==> config.mk <==
export PLATFORM = sky130hd
export DESIGN_NAME = mdc_cfg
export DESIGN_NICKNAME = d
export VERILOG_FILES = /design/src/mdc_pkg.sv /design/src/mdc_cfg.sv
export SDC_FILE = /design/constraint.sdc
export NUM_CORES = 1
export LEC_CHECK = 0
export ABC_AREA = 0
export ABC_CLOCK_PERIOD_IN_PS = 2600
export BUFFER_PORTS_ARGS = -buffer_cell sky130_fd_sc_hd__buf_2
export CAP_MARGIN = 5
export CORE_MARGIN = 2
export CORE_UTILIZATION = 36
export DETAILED_ROUTE_END_ITERATION = 16
export HOLD_SLACK_MARGIN = 0.03
export PLACE_DENSITY = 0.81
export SLEW_MARGIN = 40
export SYNTH_ARGS = -nofsm -noshare
export SYNTH_HDL_FRONTEND = slang
export SYNTH_SLANG_ARGS = --single-unit
==> constraint.sdc <==
create_clock -name clk_i -period 2.6 [get_ports clk_i]
set_clock_uncertainty 0.2 [all_clocks]
set_input_delay 0.52 -clock clk_i [delete_from_list [all_inputs] [get_ports clk_i]]
set_output_delay 0.52 -clock clk_i [all_outputs]
set_load 0.03 [all_outputs]
==> src/mdc_pkg.sv <==
// Shared types, codes and helper functions of the maze carver.
package mdc_pkg;

  // Item function codes.
  localparam logic FUNC_START = 1'b0;
  localparam logic FUNC_STEP  = 1'b1;

  // Wall direction codes reported with a carved wall.
  localparam logic [1:0] DIR_COL_DEC = 2'd0;
  localparam logic [1:0] DIR_COL_INC = 2'd1;
  localparam logic [1:0] DIR_ROW_INC = 2'd2;
  localparam logic [1:0] DIR_ROW_DEC = 2'd3;

  // Field widths of the channels and registers.
  localparam int unsigned RandW  = 16;
  localparam int unsigned CoordW = 5;
  localparam int unsigned CountW = 6;

  // Configuration port.
  localparam int unsigned ApbAddrW = 3;
  localparam int unsigned ApbDataW = 32;
  localparam logic REG_ROW_COUNT    = 1'b0;
  localparam logic REG_COLUMN_COUNT = 1'b1;

  // Register values handed to the walker.
  typedef struct packed {
    logic [CountW-1:0] row_count;
    logic [CountW-1:0] column_count;
  } mdc_cfg_t;

  // Remainder of a 16-bit value by three, from its base-four digit sum.
  function automatic logic [1:0] mod3(input logic [RandW-1:0] v);
    logic [4:0] s;
    logic [2:0] t;
    s = '0;
    for (int i = 0; i < RandW / 2; i++) begin
      s = s + 5'(v[2*i +: 2]);
    end
    t = 3'(s[1:0]) + 3'(s[3:2]) + 3'(s[4]);
    if (t >= 3'd6) begin
      t = t - 3'd6;
    end else if (t >= 3'd3) begin
      t = t - 3'd3;
    end
    return t[1:0];
  endfunction

endpackage

==> src/mdc_cfg.sv <==
// APB register file holding the grid row and column counts.
module mdc_cfg
  import mdc_pkg::*;
(
  input  logic                clk_i,
  input  logic                rst_ni,
  input  logic                psel_i,
  input  logic                penable_i,
  input  logic                pwrite_i,
  input  logic [ApbAddrW-1:0] paddr_i,
  input  logic [ApbDataW-1:0] pwdata_i,
  output logic [ApbDataW-1:0] prdata_o,
  output logic                pready_o,
  output mdc_cfg_t            cfg_o
);

  mdc_cfg_t cfg_q;
  logic     wr_en;

  assign pready_o = 1'b1;
  assign wr_en    = psel_i & penable_i & pwrite_i;

  // Register writes complete in the access phase.
  always_ff @(posedge clk_i or negedge rst_ni) begin
    if (!rst_ni) begin
      cfg_q.row_count    <= CountW'(32);
      cfg_q.column_count <= CountW'(32);
    end else if (wr_en) begin
      unique case (paddr_i[2])
        REG_ROW_COUNT:    cfg_q.row_count    <= pwdata_i[CountW-1:0];
        REG_COLUMN_COUNT: cfg_q.column_count <= pwdata_i[CountW-1:0];
        default: ;
      endcase
    end
  end

  // Read data mux.
  always_comb begin
    unique case (paddr_i[2])
      REG_ROW_COUNT:    prdata_o = ApbDataW'(cfg_q.row_count);
      REG_COLUMN_COUNT: prdata_o = ApbDataW'(cfg_q.column_count);
      default:          prdata_o = '0;
    endcase
  end

  assign cfg_o = cfg_q;

endmodule

==> results of run 1 <==
## synth_stat cells
cell type,n,share of area
conb_1,2,0.0098
nand4b_4,1,0.031
dfrtp_1,10,0.33
mux2_2,18,0.27
buf_6,1,0.015
nand4_2,1,0.016
buf_4,27,0.27
dfstp_2,2,0.069
## metrics by stage
step,utilization,area [um^2]
final,0.438,868
after global routing,0.438,868
after CTS,0.438,868
after detailed placement,0.415,822
after global placement,0.415,822
after floorplan,-,857
## layout make-up
type	instances	area share
clock buffer	4	0.0418
multi-input combinational	47	0.392
sequential	12	0.349
tap	27	0.0389
timing repair buffer	30	0.179
## cell families after synthesis
group                  synth area share
other                           0.00984
multiplexers                      0.266
flip-flops                        0.397
buffers and inverters             0.280
AND/OR/NAND/NOR                  0.0475
## report_power, final
group          switching (mW)  total [mW]  internal (mW)  leakage [nW]
combinational           0.234       0.334         0.0999         0.309
sequential             0.0279       0.261          0.233         0.141
clock                  0.0627       0.148         0.0850        0.0210
total                   0.325       0.742          0.418         0.471
## final timing paths
check                                              to                  from  depth (start not counted)
worst max-delay path                      prdata_o[0]            paddr_i[2]                          3
worst min-delay path             cfg_o[6]$_DFFE_PN0P_           pwdata_i[0]                          2
worst max register to register   cfg_o[2]$_DFFE_PN0P_  cfg_o[2]$_DFFE_PN0P_                          1
worst min register to register   cfg_o[3]$_DFFE_PN0P_  cfg_o[3]$_DFFE_PN0P_                          1
max in group asynchronous       cfg_o[11]$_DFFE_PN1P_                rst_ni                          2
min in group asynchronous        cfg_o[8]$_DFFE_PN0P_                rst_ni                          2
## cell usage in the layout, fill, tap and decap left out, drive strengths merged
cell type     n
dfrtp        10
conb         27
nand4b        1
clkbuf        4
dlygate4sd3   1
mux2         18
dfstp         2
nand4         1
buf          29
## layer usage
layer | wire length (um) | part of all wire | up-vias
met3 | 119 | 0.093 | 0
met4 | 0 | 0 | 0
met1 | 507 | 0.40 | 213
met5 | 0 | 0 | -
li1 | - | - | 214
met2 | 655 | 0.51 | 36
==> flow_summary_export.csv, run 1 <==
group,metric,value,unit
cells_and_area,multi_input_area,340,um^2
global_routing,grt_start_max_net_pins,13,
worst_setup_path,cpMaxStageDelayCell,"mux2_2",
global_routing,grt_use_total,0.111,
clock_tree,clk_latency,0.27,ns
place,gp_congestion,0.660,
worst_setup_path,max_stage_delay,0.36,ns
cells_and_area,largest_reg_flops,12,
global_routing,gr-total-overflow,0,
worst_setup_path,endpoint_kind,"output pin",
drt,dr.first_iter.drc_count,0,
pwr,vdd_ir_drop_max,0.530,mV
place,place_ws,0.605,ns
worst_setup_path,worst-r2r-setup-slack,1.62,ns
hold_path,min_path_type,"in2reg",
cells_and_area,diodes,0,
timing,finalSetupViolations,0,
global_routing,use_met3,0.0182,
global_routing,use_met2,0.200,
logic_synthesis,ys_ff_latch,12,
drt,routed_via_density,3.86,
floorplan,dieArea,0.00250,mm^2
logic_synthesis,synth.avg_cell_area,12.3,um^2
timing,slew_viol_final,0,
cells_and_area,fin_cells,120,
drt,routed_wl,1280,um
floorplan,dieHeight,50.0,um
timing,fin_crit,1.98,ns
floorplan,initial_utilization,0.385,
clock_tree,cts_buffers,3,
timing,whs,0.289,ns
clock_tree,clk_path_buf_depth,2,
timing,tns,0,ns
worst_setup_path,cp_top_family,"buffers and inverters",
worst_setup_path,path_max_fanout,8,
flow_run,maxCapViolations,0,
drt,wl_per_cell,10.7,um
floorplan,core-area,0.00198,mm^2
clock_tree,cts_tree,"done",
floorplan,num_rows,16,
status,status,"finished clean",
global_routing,busiest_layer,"met2",
timing,rsz0062_at_grt,"false",
logic_synthesis,syn_inst,62,
cells_and_area,drive_above_1_share,0.591,
worst_setup_path,cp_cell_sequence,"buf_2, mux2_2, buf_2",
cells_and_area,nets,134,
clock_tree,clk_pin_slew,0.08,ns
global_routing,grt.met1_usage,0.119,
place,dp_hpwl,985,um
timing,finalHoldViolCount,0,
worst_setup_path,path_buf_inv,2,
logic_synthesis,synth_cell_types,8,
cells_and_area,area_growth,13.8,%
worst_setup_path,cp.arrival,1.26,ns
logic_synthesis,ys_seq_area_frac,0.397,
clock_tree,cts_root_buffer,"clkbuf_4",
clock_tree,cts_setup_buffers,0,
logic_synthesis,syn_area,763,um^2
timing,setup_slack,0.621,ns
clock_tree,h-tree-depth,1,
place,port_buffers,29,
clock_tree,holdBufCountCts,1,
place,dp.cells,115,
worst_setup_path,crit_required,1.88,ns
drt,dr.pass1.iters,1,
worst_setup_path,crit_type,"in2out",
global_routing,grt_pass1_vias,465,
clock_tree,cts.sinks,12,
pwr,leakagePower,0.471,nW
cells_and_area,regArea,303,um^2
clock_tree,cts_resized,0,
pwr,cellPowerDensity,855,mW/mm^2
floorplan,pin_count,85,
cells_and_area,nFillCells,190,
floorplan,fp.dieW,50.0,um
timing,fin_crit_sh,0.761,
global_routing,antenna_found_initial,0,
logic_synthesis,ys_warn_count,0,
worst_setup_path,crit_path_frequent_cell,"buf_2",
pwr,power,742,uW
drt,ant_nets,0,
drt,dr_total_vias,463,
timing,clock.fmax,505,MHz
global_routing,grt_pass1_wl,2060,um
drt,drc,0,
worst_setup_path,cp-start-kind,"input port",
Note: power is estimated with default switching activity, not from simulation.
==> inputs of run 2 (changes only) <==
ABC_CLOCK_PERIOD_IN_PS = 1900   (was 2600)
CORE_UTILIZATION = 33   (was 36)
PLACE_DENSITY = 0.75   (was 0.81)
clock period = 1.9 ns   (was 2.6 ns; I/O delays follow)
==> flow_summary_export.csv, run 2 (synthesis results as in run 1) <==
group,metric,value,unit
worst_setup_path,crit_type,"in2out",
drt,drc,0,
floorplan,initial_utilization,0.348,
floorplan,dieArea,0.00271,mm^2
cells_and_area,fin_cells,121,
cells_and_area,drive_above_1_share,0.591,
timing,whs,0.151,ns
clock_tree,clk_pin_slew,0.07,ns
clock_tree,cts_buffers,3,
floorplan,fp.dieW,52.1,um
place,dp.cells,116,
timing,clock.fmax,581,MHz
timing,tns,0,ns
pwr,switchingPower,439,uW
pwr,p_clk_frac,0.197,
worst_setup_path,crit_required,1.32,ns
worst_setup_path,cpMaxStageDelayCell,"mux2_2",
drt,ant_nets,0,
cells_and_area,final_util,0.397,
clock_tree,clk_latency,0.27,ns
clock_tree,cts.sinks,12,
timing,rsz0062_at_grt,"false",
global_routing,grt_pass1_wl,1970,um
worst_setup_path,crit_path_frequent_cell,"buf_2",
cells_and_area,most-common-layout-cells,"buf_2, conb_1, mux2_2",
timing,fin_crit,1.72,ns
timing,finalHoldViolCount,0,
drt,wl_per_cell,10.9,um
flow_run,maxCapViolations,0,
floorplan,num_rows,17,
timing,finalSetupViolations,0,
global_routing,gr-total-overflow,0,
pwr,cellPowerDensity,1160,mW/mm^2
cells_and_area,multi_input_area,340,um^2
clock_tree,cts_tree,"done",
cells_and_area,nFillCells,229,
pwr,internal_power,572,uW
cells_and_area,layout_commonest_cell,"buf_2",
drt,routed_wl,1320,um
status,status,"finished clean",
global_routing,grt_pass1_vias,418,
place,port_buffers,29,
worst_setup_path,endpoint_kind,"output pin",
drt,dr.pass1.iters,2,
worst_setup_path,cp_cell_sequence,"buf_2, mux2_2, buf_2",
pwr,p_sw_frac,0.434,
place,gp_congestion,0.601,
worst_setup_path,cp.arrival,1.14,ns
timing,setup_slack,0.179,ns
worst_setup_path,path_max_fanout,8,
pwr,vdd_ir_drop_max,0.731,mV
worst_setup_path,cp_top_family,"buffers and inverters",
worst_setup_path,path_buf_inv,2,
clock_tree,h-tree-depth,1,
cells_and_area,nets,134,
cells_and_area,regArea,303,um^2
floorplan,pin_count,85,
global_routing,antenna_found_initial,0,
pwr,pwr-share-seq,0.351,
pwr,leakagePower,0.471,nW
place,dp_hpwl,1010,um
place,place_ws,0.172,ns
worst_setup_path,cp-start-kind,"input port",
drt,dr_total_vias,485,
clock_tree,clk_path_buf_depth,2,
global_routing,grt_use_total,0.107,
drt,routed_via_density,4.01,
cells_and_area,area_growth,13.9,%
cells_and_area,largest_reg_flops,12,
hold_path,min_path_type,"in2reg",
timing,slew_viol_final,0,
drt,dr.first_iter.drc_count,1,
clock_tree,cts_resized,0,
global_routing,grt_start_max_net_pins,13,
cells_and_area,diodes,0,
clock_tree,cts_root_buffer,"clkbuf_4",
pwr,comb_power_share,0.452,
worst_setup_path,max_stage_delay,0.37,ns
timing,fin_crit_sh,0.906,
floorplan,dieHeight,52.1,um
floorplan,core-area,0.00219,mm^2
## run 2: cell counts in the layout (fill, tap and decap cells not counted)
Identical to the previous run, type by type.
## run 2: final cells by class
| type | count | area share |
|---|---|---|
| flip-flops and latches | 12 | 0.348 |
| repair buffers | 30 | 0.178 |
| well taps | 28 | 0.0403 |
| clock buffers | 4 | 0.0417 |
| multi-input cells | 47 | 0.391 |
## run 2: timing repair
| item | CTS | global route |
|---|---|---|
| buffers inserted | 0 | 0 |
| endpoints found under the setup margin | 0 | 0 |
| hold endpoints to repair | 10 | 0 |
| hold buffers | 1 | 0 |
## run 2: final timing paths
check                                        to  depth (start not counted)  slack [ns]                 start
setup reg to reg           cfg_o[9]$_DFFE_PN0P_                          1        0.93  cfg_o[9]$_DFFE_PN0P_
hold / removal             cfg_o[1]$_DFFE_PN0P_                          2        0.15           pwdata_i[1]
hold reg to reg            cfg_o[6]$_DFFE_PN0P_                          1        0.33  cfg_o[6]$_DFFE_PN0P_
min in group asynchronous  cfg_o[3]$_DFFE_PN0P_                          2        0.32                rst_ni
setup / recovery                    prdata_o[0]                          3        0.18            paddr_i[2]
max in group asynchronous  cfg_o[5]$_DFFE_PN1P_                          2        0.90                rst_ni
## run 2: through the flow
step                      area, um^2  power [mW]
final                            870        1.01
after floorplan                  857       0.744
after detailed placement         823       0.820
after CTS                        870        1.03
after global routing             870        1.07
after global placement           823       0.809
## run 2: power by group through the flow
stage | combinational [mW] | clock (mW) | sequential (mW)
finish | 0.457 | 0.199 | 0.355
global route | 0.484 | 0.220 | 0.366
CTS | 0.461 | 0.212 | 0.357
detailed placement | 0.458 | 0 | 0.362
global placement | 0.454 | 0 | 0.355
floorplan | 0.271 | 0 | 0.473
## run 2: metal layers
| layer | GRT usage | wire [um] | up-vias |
|---|---|---|---|
| li1 | - | - | 217 |
| met1 | 0.118 | 524 | 224 |
| met2 | 0.175 | 612 | 42 |
| met3 | 0.0517 | 174 | 2 |
| met4 | 0.0395 | 12 | 0 |
| met5 | 0 | 0 | - |
